### src/hdl/sc2a_pkg.sv
// Package for the scancode to ASCII FIFO unit: constants, decoder result
// struct and the character ROM function. No dependencies.
package sc2a_pkg;

  localparam int unsigned DATA_W     = 32;
  localparam int unsigned CFG_ADDR_W = 3;
  localparam logic [CFG_ADDR_W-1:0] REG_SET_ADDR = 3'd0;

  localparam logic [1:0] SET_ONE   = 2'd1;
  localparam logic [1:0] SET_TWO   = 2'd2;
  localparam logic [1:0] SET_RESET = SET_ONE;

  localparam logic [7:0] BYTE_EXT_PREFIX = 8'hE0;
  localparam logic [7:0] BYTE_REL_PREFIX = 8'hF0;
  localparam logic [7:0] EXT_ENTER_CODE  = 8'h1C;
  localparam logic [7:0] EXT_SLASH_CODE  = 8'h35;
  localparam logic [6:0] CHAR_NEWLINE    = 7'h0A;
  localparam logic [6:0] CHAR_SLASH      = 7'h2F;
  localparam logic [6:0] CHAR_NONE       = 7'h00;

  localparam logic MODE_BYTE = 1'b0;
  localparam logic MODE_READ = 1'b1;

  typedef struct packed {
    logic       push;
    logic [6:0] ch;
  } push_req_t;

  // Make code to ASCII; the two sets differ only in code 1 (ESC in set 1)
  function automatic logic [6:0] rom_char(input logic set_one, input logic [6:0] idx);
    logic [6:0] ch;
    case (idx)
      7'd1:  ch = set_one ? 7'h1B : 7'h00;
      7'd2:  ch = 7'h31;
      7'd3:  ch = 7'h32;
      7'd4:  ch = 7'h33;
      7'd5:  ch = 7'h34;
      7'd6:  ch = 7'h35;
      7'd7:  ch = 7'h36;
      7'd8:  ch = 7'h37;
      7'd9:  ch = 7'h38;
      7'd10: ch = 7'h39;
      7'd11: ch = 7'h30;
      7'd12: ch = 7'h2D;
      7'd13: ch = 7'h3D;
      7'd14: ch = 7'h08;
      7'd15: ch = 7'h09;
      7'd16: ch = 7'h71;
      7'd17: ch = 7'h77;
      7'd18: ch = 7'h65;
      7'd19: ch = 7'h72;
      7'd20: ch = 7'h74;
      7'd21: ch = 7'h79;
      7'd22: ch = 7'h75;
      7'd23: ch = 7'h69;
      7'd24: ch = 7'h6F;
      7'd25: ch = 7'h70;
      7'd26: ch = 7'h5B;
      7'd27: ch = 7'h5D;
      7'd28: ch = 7'h0A;
      7'd30: ch = 7'h61;
      7'd31: ch = 7'h73;
      7'd32: ch = 7'h64;
      7'd33: ch = 7'h66;
      7'd34: ch = 7'h67;
      7'd35: ch = 7'h68;
      7'd36: ch = 7'h6A;
      7'd37: ch = 7'h6B;
      7'd38: ch = 7'h6C;
      7'd39: ch = 7'h3B;
      7'd40: ch = 7'h27;
      7'd41: ch = 7'h60;
      7'd43: ch = 7'h5C;
      7'd44: ch = 7'h7A;
      7'd45: ch = 7'h78;
      7'd46: ch = 7'h63;
      7'd47: ch = 7'h76;
      7'd48: ch = 7'h62;
      7'd49: ch = 7'h6E;
      7'd50: ch = 7'h6D;
      7'd51: ch = 7'h2C;
      7'd52: ch = 7'h2E;
      7'd53: ch = 7'h2F;
      7'd55: ch = 7'h2A;
      7'd57: ch = 7'h20;
      7'd71: ch = 7'h37;
      7'd72: ch = 7'h38;
      7'd73: ch = 7'h39;
      7'd74: ch = 7'h2D;
      7'd75: ch = 7'h34;
      7'd76: ch = 7'h35;
      7'd77: ch = 7'h36;
      7'd78: ch = 7'h2B;
      7'd79: ch = 7'h31;
      7'd80: ch = 7'h32;
      7'd81: ch = 7'h33;
      7'd82: ch = 7'h30;
      7'd83: ch = 7'h2E;
      default: ch = CHAR_NONE;
    endcase
    return ch;
  endfunction

endpackage

### src/hdl/sc2a_decoder.sv
// Scancode byte decoder: extended/release prefix flags, break filtering and
// ROM lookup. Depends on sc2a_pkg.
module sc2a_decoder (
  input  logic                clk,
  input  logic                rst_n,
  input  logic                take,
  input  logic [1:0]          scancode_set,
  input  logic [7:0]          scan_byte,
  output sc2a_pkg::push_req_t req
);
  import sc2a_pkg::*;

  logic       ext_r, ext_nxt;
  logic       rel_r, rel_nxt;
  logic       set_one, set_two;
  logic [6:0] ch;

  assign set_one = (scancode_set == SET_ONE);
  assign set_two = (scancode_set == SET_TWO);

  always_comb begin
    ext_nxt  = ext_r;
    rel_nxt  = rel_r;
    req.push = 1'b0;
    ch       = CHAR_NONE;
    if (scan_byte == BYTE_EXT_PREFIX) begin
      ext_nxt = 1'b1;
    end else if (set_two && scan_byte == BYTE_REL_PREFIX) begin
      rel_nxt = 1'b1;
    end else begin
      ext_nxt = 1'b0;
      if (set_one && scan_byte[7]) begin
        // set 1 break code
      end else if (set_two && rel_r) begin
        rel_nxt = 1'b0;
      end else begin
        if (ext_r) begin
          if (scan_byte == EXT_ENTER_CODE) begin
            ch = CHAR_NEWLINE;
          end else if (scan_byte == EXT_SLASH_CODE) begin
            ch = CHAR_SLASH;
          end
        end else begin
          ch = rom_char(set_one, scan_byte[6:0]);
        end
        req.push = (ch != CHAR_NONE);
      end
    end
    req.push = req.push & take;
    req.ch   = ch;
  end

  always_ff @(posedge clk) begin
    if (!rst_n) begin
      ext_r <= 1'b0;
      rel_r <= 1'b0;
    end else if (take) begin
      ext_r <= ext_nxt;
      rel_r <= rel_nxt;
    end
  end

endmodule

### src/hdl/scancode_to_ascii_fifo_unit.sv
// Top level: keyboard scancode decoder feeding a character FIFO held in a
// synchronous RAM, with an APB-style set register. Uses sc2a_pkg, sc2a_decoder.
//
//  channel  | handshake             | payload
//  ---------+-----------------------+---------------------------------
//  in       | in_valid / in_stall   | in_mode, in_scan_byte
//  out      | out_valid / out_stall | out_read_char, out_was_empty
//  cfg      | psel/penable/pwrite   | paddr, pwdata, prdata (pready=1)
//
// One input transaction per cycle while in_stall is low. A read's result is
// registered in the RAM read stage and then in the output register.
// Scancode bytes give no result and update the prefix flags and RAM write port.
// in_stall rises only when both the RAM read stage and the output register
// hold a read result while out_stall is high. Reset clears flags and pointers;
// the RAM itself is not cleared.
module scancode_to_ascii_fifo_unit #(
  parameter int unsigned FIFO_DEPTH = 32
) (
  input  logic                            clk,
  input  logic                            rst_n,
  input  logic                            in_valid,
  output logic                            in_stall,
  input  logic                            in_mode,
  input  logic [7:0]                      in_scan_byte,
  output logic                            out_valid,
  input  logic                            out_stall,
  output logic [6:0]                      out_read_char,
  output logic                            out_was_empty,
  input  logic                            psel,
  input  logic                            penable,
  input  logic                            pwrite,
  input  logic [sc2a_pkg::CFG_ADDR_W-1:0] paddr,
  input  logic [sc2a_pkg::DATA_W-1:0]     pwdata,
  output logic [sc2a_pkg::DATA_W-1:0]     prdata,
  output logic                            pready
);
  import sc2a_pkg::*;

  localparam int unsigned PTR_W = $clog2(FIFO_DEPTH);
  localparam logic [PTR_W-1:0] PTR_LAST = PTR_W'(FIFO_DEPTH - 1);

  logic [1:0]       set_r;
  logic [PTR_W-1:0] wr_ptr_r, wr_ptr_nxt, wr_inc;
  logic [PTR_W-1:0] rd_ptr_r, rd_ptr_nxt, rd_inc;
  logic             s1_valid_r, s1_valid_nxt;
  logic             s1_empty_r;
  logic [6:0]       rdata_r;
  logic             out_valid_r;
  logic [6:0]       out_char_r;
  logic             out_empty_r;
  logic             accept, take_byte, take_read, fifo_empty, fifo_full;
  logic             push, pop, s1_adv;
  push_req_t        req;
  logic [6:0]       mem [FIFO_DEPTH];

  // configuration register
  assign pready = 1'b1;
  assign prdata = {{(DATA_W-2){1'b0}}, set_r};

  always_ff @(posedge clk) begin
    if (!rst_n) begin
      set_r <= SET_RESET;
    end else if (psel && penable && pwrite && paddr == REG_SET_ADDR) begin
      set_r <= pwdata[1:0];
    end
  end

  // handshake
  assign s1_adv    = !out_valid_r || !out_stall;
  assign in_stall  = s1_valid_r && !s1_adv;
  assign accept    = in_valid && !in_stall;
  assign take_byte = accept && in_mode == MODE_BYTE;
  assign take_read = accept && in_mode == MODE_READ;

  sc2a_decoder u_decoder (
    .clk          (clk),
    .rst_n        (rst_n),
    .take         (take_byte),
    .scancode_set (set_r),
    .scan_byte    (in_scan_byte),
    .req          (req)
  );

  // ring pointers, wrap at any depth
  assign wr_inc     = (wr_ptr_r == PTR_LAST) ? '0 : wr_ptr_r + 1'b1;
  assign rd_inc     = (rd_ptr_r == PTR_LAST) ? '0 : rd_ptr_r + 1'b1;
  assign fifo_empty = (wr_ptr_r == rd_ptr_r);
  assign fifo_full  = (wr_inc == rd_ptr_r);
  assign push       = req.push && !fifo_full;
  assign pop        = take_read && !fifo_empty;
  assign wr_ptr_nxt = push ? wr_inc : wr_ptr_r;
  assign rd_ptr_nxt = pop ? rd_inc : rd_ptr_r;

  always_ff @(posedge clk) begin
    if (!rst_n) begin
      wr_ptr_r <= '0;
      rd_ptr_r <= '0;
    end else begin
      wr_ptr_r <= wr_ptr_nxt;
      rd_ptr_r <= rd_ptr_nxt;
    end
  end

  // character RAM; a pop only reaches entries written at an earlier edge
  always_ff @(posedge clk) begin
    if (push) begin
      mem[wr_ptr_r] <= req.ch;
    end
    if (pop) begin
      rdata_r <= mem[rd_ptr_r];
    end
  end

  // read stage and output register
  always_comb begin
    if (take_read) begin
      s1_valid_nxt = 1'b1;
    end else if (s1_adv) begin
      s1_valid_nxt = 1'b0;
    end else begin
      s1_valid_nxt = s1_valid_r;
    end
  end

  always_ff @(posedge clk) begin
    if (!rst_n) begin
      s1_valid_r  <= 1'b0;
      out_valid_r <= 1'b0;
    end else begin
      s1_valid_r <= s1_valid_nxt;
      if (s1_adv) begin
        out_valid_r <= s1_valid_r;
      end
    end
  end

  always_ff @(posedge clk) begin
    if (take_read) begin
      s1_empty_r <= fifo_empty;
    end
    if (s1_adv) begin
      out_char_r  <= s1_empty_r ? CHAR_NONE : rdata_r;
      out_empty_r <= s1_empty_r;
    end
  end

  assign out_valid     = out_valid_r;
  assign out_read_char = out_char_r;
  assign out_was_empty = out_empty_r;

  a_empty_char_zero: assert property (@(posedge clk) disable iff (!rst_n)
    out_valid_r && out_empty_r |-> out_char_r == CHAR_NONE)
    else $error("empty read returned a nonzero character");

  a_empty_read_no_pop: assert property (@(posedge clk) disable iff (!rst_n)
    take_read && fifo_empty |=> $stable(rd_ptr_r))
    else $error("read pointer moved on an empty read");

  a_full_drop: assert property (@(posedge clk) disable iff (!rst_n)
    req.push && fifo_full |=> $stable(wr_ptr_r))
    else $error("write pointer moved on a full FIFO");

  a_ptr_range: assert property (@(posedge clk) disable iff (!rst_n)
    wr_ptr_r <= PTR_LAST && rd_ptr_r <= PTR_LAST)
    else $error("FIFO pointer out of range");

  a_stage_hold: assert property (@(posedge clk) disable iff (!rst_n)
    s1_valid_r && !s1_adv |=> s1_valid_r)
    else $error("read stage lost a pending result");

endmodule
### config.mk
export PLATFORM = sky130hd
export DESIGN_NAME = scancode_to_ascii_fifo_unit
export DESIGN_NICKNAME = d
export VERILOG_FILES = /design/src/hdl/sc2a_pkg.sv /design/src/hdl/sc2a_decoder.sv /design/src/hdl/scancode_to_ascii_fifo_unit.sv
export SDC_FILE = /design/constraint.sdc
export NUM_CORES = 1
export LEC_CHECK = 0
export ABC_AREA = 1
export BUFFER_PORTS_ARGS = -buffer_cell sky130_fd_sc_hd__buf_2
export CAP_MARGIN = 20
export CELL_PAD_IN_SITES_DETAIL_PLACEMENT = 1
export CELL_PAD_IN_SITES_GLOBAL_PLACEMENT = 1
export CORE_AREA = 2 2 169 171
export CTS_CLUSTER_SIZE = 30
export DETAILED_ROUTE_END_ITERATION = 6
export DIE_AREA = 0 0 171 173
export PLACE_DENSITY = 0.79
export SLEW_MARGIN = 20
export SYNTH_ARGS = -nofsm -noshare
export SYNTH_HDL_FRONTEND = slang
export SYNTH_SLANG_ARGS = --single-unit
### constraint.sdc
create_clock -name clk -period 2.9 [get_ports clk]
set_input_delay 0.145 -clock clk [delete_from_list [all_inputs] [get_ports clk]]
set_output_delay 0.145 -clock clk [all_outputs]
set_load 0.05 [all_outputs]
==> flow_summary.yaml, run 1 <==
sta:
  fin_crit_ns: 3.01
  setup_viol: 130
  worst_slack_ns: -0.106
  fin_tns_setup_ns: -4.68
  fmax_mhz: 333
  finalCritPeriodShare_pct: 104
  skew_ns: 0.0271
  worst_pin_slew_ns: 0.858
  slew_violations: 0
  finalHoldViolations: 0
  relSlewSlack_pct: 42.5
die:
  die_h_um: 173
  boundaryPins: 94
  floorplan.initialDensity_pct: 42.9
  coreArea_um2: 27600
  num_rows: 61
  die-area_um2: 29600
  die_w_um: 171
grt:
  antenna_found_initial: 0
  track_usage_pct: 24.3
  grt.busiest_layer: "met2"
  grt_pass1_vias: 9820
  met2_usage_pct: 43.5
  grt_pass1_wl_um: 55900
  gr-usage-met1_pct: 29.7
  grt_use_met3_pct: 2.66
  grt_max_degree: 117
  gr-total-overflow: 0
worst_setup_path:
  path_delay_family: "simple AND/OR/NAND/NOR gates"
  cpPeakStageDelay_ns: 0.35
  end_kind: "flip-flop"
  critPathMaxFanout: 8
  cp_cell_sequence: "ha_2 > nand2_1 > nor2_1 > ha_2 > inv_1 > o21ai_2 > a21o_1 > nand2_1 > nand3_2 > nor4_2 > nor3_2 > nand2_4 > buf_4 > buf_16 > nor3_4 > buf_12"
  critPathBufInv: 4
  start_kind: "flip-flop"
  critPathSlowestCell: "dfxtp_2"
  crit_required_ns: 3.16
  cp.arrival_ns: 3.27
  crit_type: "flip-flop to flip-flop"
drt:
  vias_per_cell: 5.77
  dr_total_vias: 9887
  wl_um: 41000
  drt_iter0_drc: 1238
  drc: 0
  postRouteAntennaNets: 0
  drtPass1Iterations: 7
  avgRoutedWirePerCell_um: 23.9
run_status:
  status: "finished, violations left"
  failed_checks: "negative setup slack"
finish:
  num-fill-cells: 3019
  drive_gt1_share_pct: 20.5
  seq_area_um2: 7530
  stdcell_area_um2: 14700
  area_delta_synth_final_pct: 24.4
  diodes: 0
  multiInputGateArea_um2: 4140
  nets: 1375
job:
  maxCapViolCount: 0
synthesis:
  synthArstFlopShare_pct: 0
  yosysMostFrequentCell: "edfxtp_1"
  ys.flop_type: "edfxtp_1"
  yosysWarnings: 0
  synth_common_cells: "240 x edfxtp_1, 229 x nor2_1, 161 x nand2_1, 132 x o21ai_0"
  synth_top_area_cell: "edfxtp_1"
  syn_inst: 1171
  synth_top_area_share_pct: 60.8
  synthTopCellsByArea: "edfxtp_1 61%, nor2_1 7.3%, o21ai_0 5.6%"
  ys_seq_area_share_pct: 63.5
  synth_edf_count: 240
  synth.distinct_cells: 37
  syn_area_um2: 11800
  ys_ff_latch: 256
  synth.avg_cell_area_um2: 10.1
clock_network:
  clk_path_buf_depth: 3
  clk_latency_ns: 0.55
  cts_num_sinks: 256
  cts_root_buf: "clkbuf_16"
  cts_buffers: 25
  path_clk_slew_ns: 0.07
  cts_tree: "built"
  cts-htree-levels: 1
power:
  power_uw: 8940
  leakage_uw: 0.00580
  peakVddDrop_mv: 0.373
  power-per-cell-area_nw_per_um2: 607
placed_design:
  place_area_um2: 13100
  gp_congestion: 0.929
  dp.final_hpwl_um: 23100
  portBuffers: 32
hold_path:
  hp-class: "primary input to flip-flop"
==> layer usage <==
metal / vias up / wire length, um
li1: 4368 / -
met1: 4857 / 15700
met2: 526 / 20500
met3: 136 / 2850
met4: 0 / 2000
met5: - / 0
==> stage by stage <==
step	instances	hold WS [ns]	setup slack (ns)	util, %
6_report	1714	0.0930	-0.106	53.3
3_3_place_gp	1637	0.361	-0.212	47.4
4_1_cts	1689	0.0719	-0.151	51.1
3_5_place_dp	1637	0.384	-0.527	47.4
2_1_floorplan	1200	0.273	0.153	-
5_1_grt	1714	0.131	-0.173	53.3
==> sequential cells by signal, summed over array words and instances (netlist names) <==
register / cells
mem: 224
out_read_char: 7
rdata_r: 7
rd_ptr_r: 5
wr_ptr_r: 5
set_r: 2
out_valid: 1
out_was_empty: 1
s1_empty_r: 1
s1_valid_r: 1
u_decoder.ext_r: 1
u_decoder.rel_r: 1
==> worst min-delay path, cell delays in order <==
cell     delay (ns)
buf_2          0.13
nand4_1        0.13
nor2_1         0.07
nand2_1        0.06
a21oi_1        0.06
==> worst paths after layout <==
kind	start	slack [ns]	depth (start not counted)	end
worst max-delay path	wr_ptr_r[1]$_SDFFE_PN0P_	-0.11	16	mem[21][4]$_DFFE_PP_
worst min-delay path	in_scan_byte[7]	0.09	5	u_decoder.ext_r$_SDFFE_PN0P_
worst max register to register	wr_ptr_r[1]$_SDFFE_PN0P_	-0.11	16	mem[21][4]$_DFFE_PP_
worst min register to register	s1_valid_r$_SDFFE_PN0P_	0.51	2	out_valid$_SDFFE_PN0P_
==> cell families (layout without fill, tap and decap cells) <==
family / count (synthesis) / after routing / synth area share (%)
buffers and inverters: 154 / 290 / 6.07
flip-flops: 256 / 256 / 63.5
other: 2 / 31 / 0.0634
AO/OA/AOI/OAI: 224 / 224 / 10.8
XOR/XNOR: 4 / 4 / 0.296
adder cells (fa/ha/maj): 7 / 7 / 0.739
AND/OR/NAND/NOR: 524 / 524 / 18.5
==> final cells by class <==
class / count / area share [%]
Clock inverter: 17 / 1.01
Inverter: 68 / 1.73
Clock buffer: 29 / 4.35
Tap cell: 378 / 3.21
Timing Repair Buffer: 176 / 10.5
Multi-Input combinational cell: 790 / 28.1
Sequential cell: 256 / 51.1
==> power by group <==
part / total [uW] / internal (uW) / switching (uW)
registers: 4170 / 4140 / 28.4
clock network: 3260 / 1780 / 1490
logic: 1510 / 394 / 1120
==> placed cells by master (no fill, tap or decap), types with 16 or more instances in the layout <==
cell type	n
a21oi_1	16
buf_12	18
buf_2	32
buf_4	116
clkbuf_16	27
conb_1	31
edfxtp_1	240
inv_1	57
nand2_1	161
nand3_1	57
nand4_1	17
nor2_1	226
nor3_4	33
o21ai_0	131
o221ai_1	19
o22ai_1	37
==> timing repair <==
item,CTS,global route
resized for setup,35,41
setup buffers,0,23
cloned,0,2
pin swaps,0,20
endpoints found under the hold margin,11,0
endpoints found under the setup margin,224,225
hold buffers,6,0
Power figures use the tool's default switching activity.
==> run 2: changes to the inputs <==
--- a/config.mk
+++ b/config.mk
@@ -10,11 +10,11 @@
 export CAP_MARGIN = 20
 export CELL_PAD_IN_SITES_DETAIL_PLACEMENT = 1
 export CELL_PAD_IN_SITES_GLOBAL_PLACEMENT = 1
-export CORE_AREA = 2 2 169 171
+export CORE_AREA = 2 2 121 240
 export CTS_CLUSTER_SIZE = 30
 export DETAILED_ROUTE_END_ITERATION = 6
-export DIE_AREA = 0 0 171 173
-export PLACE_DENSITY = 0.79
+export DIE_AREA = 0 0 123 242
+export PLACE_DENSITY = 0.78
 export SLEW_MARGIN = 20
 export SYNTH_ARGS = -nofsm -noshare
 export SYNTH_HDL_FRONTEND = slang
==> flow_summary.yaml, run 2 (synthesized netlist as in run 1, its figures left out) <==
power:
  p_switching_uw: 2470
  sw_frac_of_total_pct: 28.9
  p_clk_share_pct: 33.1
  p_int_uw: 6060
  peakVddDrop_mv: 0.330
  leakage_uw: 0.00582
  power-per-cell-area_nw_per_um2: 576
  pwr-share-seq_pct: 48.8
  comb_power_share_pct: 18.1
finish:
  drive_gt1_share_pct: 21.3
  nets: 1390
  num-fill-cells: 3063
  diodes: 0
  final_common_cell: "edfxtp_1"
  layout_common_cells: "240 x edfxtp_1, 223 x nor2_1, 160 x nand2_1"
  area_delta_synth_final_pct: 25.1
  largest_reg_flops: 224
  stdcell_area_um2: 14800
  largest_register: "mem"
worst_setup_path:
  start_kind: "flip-flop"
  r2r_setup_slack_ns: 0.09
  critPathSlowestCell: "dfxtp_2"
  rr_endpoint: "mem[15][6]$_DFFE_PP_"
  timing.rr.start: "wr_ptr_r[1]$_SDFFE_PN0P_"
  end_kind: "flip-flop"
  cp.arrival_ns: 3.05
  cp_cell_sequence: "ha_4 > nand2_2 > nor2_2 > ha_2 > inv_1 > nand2_1 > nand4_1 > nor4_2 > nor3_1 > buf_4 > nand2_8 > clkbuf_16 > nor3_4 > buf_12"
  crit_required_ns: 3.13
  cpPeakStageDelay_ns: 0.37
  crit_type: "flip-flop to flip-flop"
  critPathMaxFanout: 8
  reg2regPathDepth: 14
sta:
  relSlewSlack_pct: 37.9
  skew_ns: 0.0198
  fin_crit_ns: 2.81
  finalHoldViolations: 0
  worst_pin_slew_ns: 0.926
  fin_tns_setup_ns: 0
  finalCritPeriodShare_pct: 97.0
  fmax_mhz: 355
  setup_viol: 0
  slew_violations: 0
hold_path:
  hold_depth: 5
  hp-class: "primary input to flip-flop"
  hold_path_end: "u_decoder.ext_r$_SDFFE_PN0P_"
  hp-start: "in_valid"
clock_network:
  cts_buffers: 21
  cts_num_sinks: 256
  cts_root_buf: "clkbuf_16"
  cts-htree-levels: 1
  path_clk_slew_ns: 0.07
  clk_latency_ns: 0.52
  cts_tree: "built"
  clk_path_buf_depth: 3
die:
  boundaryPins: 94
  die_h_um: 242
  floorplan.initialDensity_pct: 42.2
  die-area_um2: 29800
  die_w_um: 123
  num_rows: 87
  coreArea_um2: 28100
grt:
  grt_pass1_vias: 10300
  gr-total-overflow: 0
  grt_pass1_wl_um: 61200
  antenna_found_initial: 0
  grt_max_degree: 117
  track_usage_pct: 27.8
placed_design:
  gp_congestion: 1.04
  place_area_um2: 13200
  dp.final_hpwl_um: 28500
  portBuffers: 32
drt:
  drc: 0
  vias_per_cell: 5.85
  dr_total_vias: 9942
  avgRoutedWirePerCell_um: 26.2
  wl_um: 44500
  drt_iter0_drc: 860
  postRouteAntennaNets: 0
  drtPass1Iterations: 5
job:
  maxCapViolCount: 0
run_status:
  status: "finished clean"
==> run 2: timing repair <==
| action | CTS | global route |
|---|---|---|
| setup endpoints to repair | 198 | 221 |
| hold endpoints to repair | 10 | 0 |
| resized for setup | 28 | 53 |
| buffers inserted | 0 | 30 |
| hold buffers | 6 | 0 |
| pin swaps | 0 | 32 |
| gates cloned | 0 | 3 |
==> run 2: metrics by stage <==
step	cells	util [%]	setup slack, ns	total power (uW)	hold slack (ns)
6_report	1700	52.8	0.0858	8530	0.0672
3_3_place_gp	1624	46.8	-0.333	5580	0.365
3_5_place_dp	1626	46.9	-0.462	5630	0.377
2_1_floorplan	1200	-	0.153	5070	0.273
4_1_cts	1667	49.9	-0.111	8400	0.0781
5_1_grt	1700	52.8	-0.0151	8750	0.128
==> run 2: how the worst max path moves through the flow <==
stage | startpoint | to | slack, ns | depth (start not counted)
finish | wr_ptr_r[1]$_SDFFE_PN0P_ | mem[15][6]$_DFFE_PP_ | 0.09 | 14
global route | wr_ptr_r[1]$_SDFFE_PN0P_ | mem[3][1]$_DFFE_PP_ | -0.02 | 13
CTS | wr_ptr_r[0]$_SDFFE_PN0P_ | mem[31][6]$_DFFE_PP_ | -0.11 | 14
detailed placement | in_scan_byte[2] | mem[13][6]$_DFFE_PP_ | -0.46 | 17
global placement | in_scan_byte[2] | mem[23][6]$_DFFE_PP_ | -0.33 | 17
floorplan | set_r[0]$_SDFFE_PN1P_ | mem[29][0]$_DFFE_PP_ | 0.15 | 9
==> run 2: critical path, delay by kind of cell, from the launching register on <==
kind / cells / cell delay, ns
simple gates: 8 / 1.06
buf+inv: 4 / 0.65
fa+ha+maj: 2 / 0.43
flops: 1 / 0.37
==> run 2: final cells by class <==
| type | count | area, um^2 | area share, % |
|---|---|---|---|
| tap | 356 | 445 | 3.01 |
| clock inverter | 11 | 110 | 0.743 |
| sequential | 256 | 7530 | 50.9 |
| clock buffer | 24 | 537 | 3.62 |
| multi-input combinational | 790 | 4140 | 27.9 |
| timing repair buffer | 195 | 1800 | 12.1 |
| inverter | 68 | 255 | 1.72 |
==> run 2: layer usage <==
layer | vias to the layer above | wire, um | global-route usage (%)
li1 | 4381 | - | -
met1 | 4861 | 13700 | 26.7
met2 | 479 | 24000 | 52.4
met3 | 221 | 2120 | 2.66
met4 | 0 | 4720 | 21.1
met5 | - | 0 | 0
==> run 2: power groups by stage <==
stage / combinational, uW / sequential [uW] / clock [uW]
after floorplan: 775 / 4300 / 0
after CTS: 1420 / 4160 / 2820
after global routing: 1640 / 4170 / 2940
after global placement: 1340 / 4240 / 0
final: 1540 / 4160 / 2820
after detailed placement: 1390 / 4240 / 0
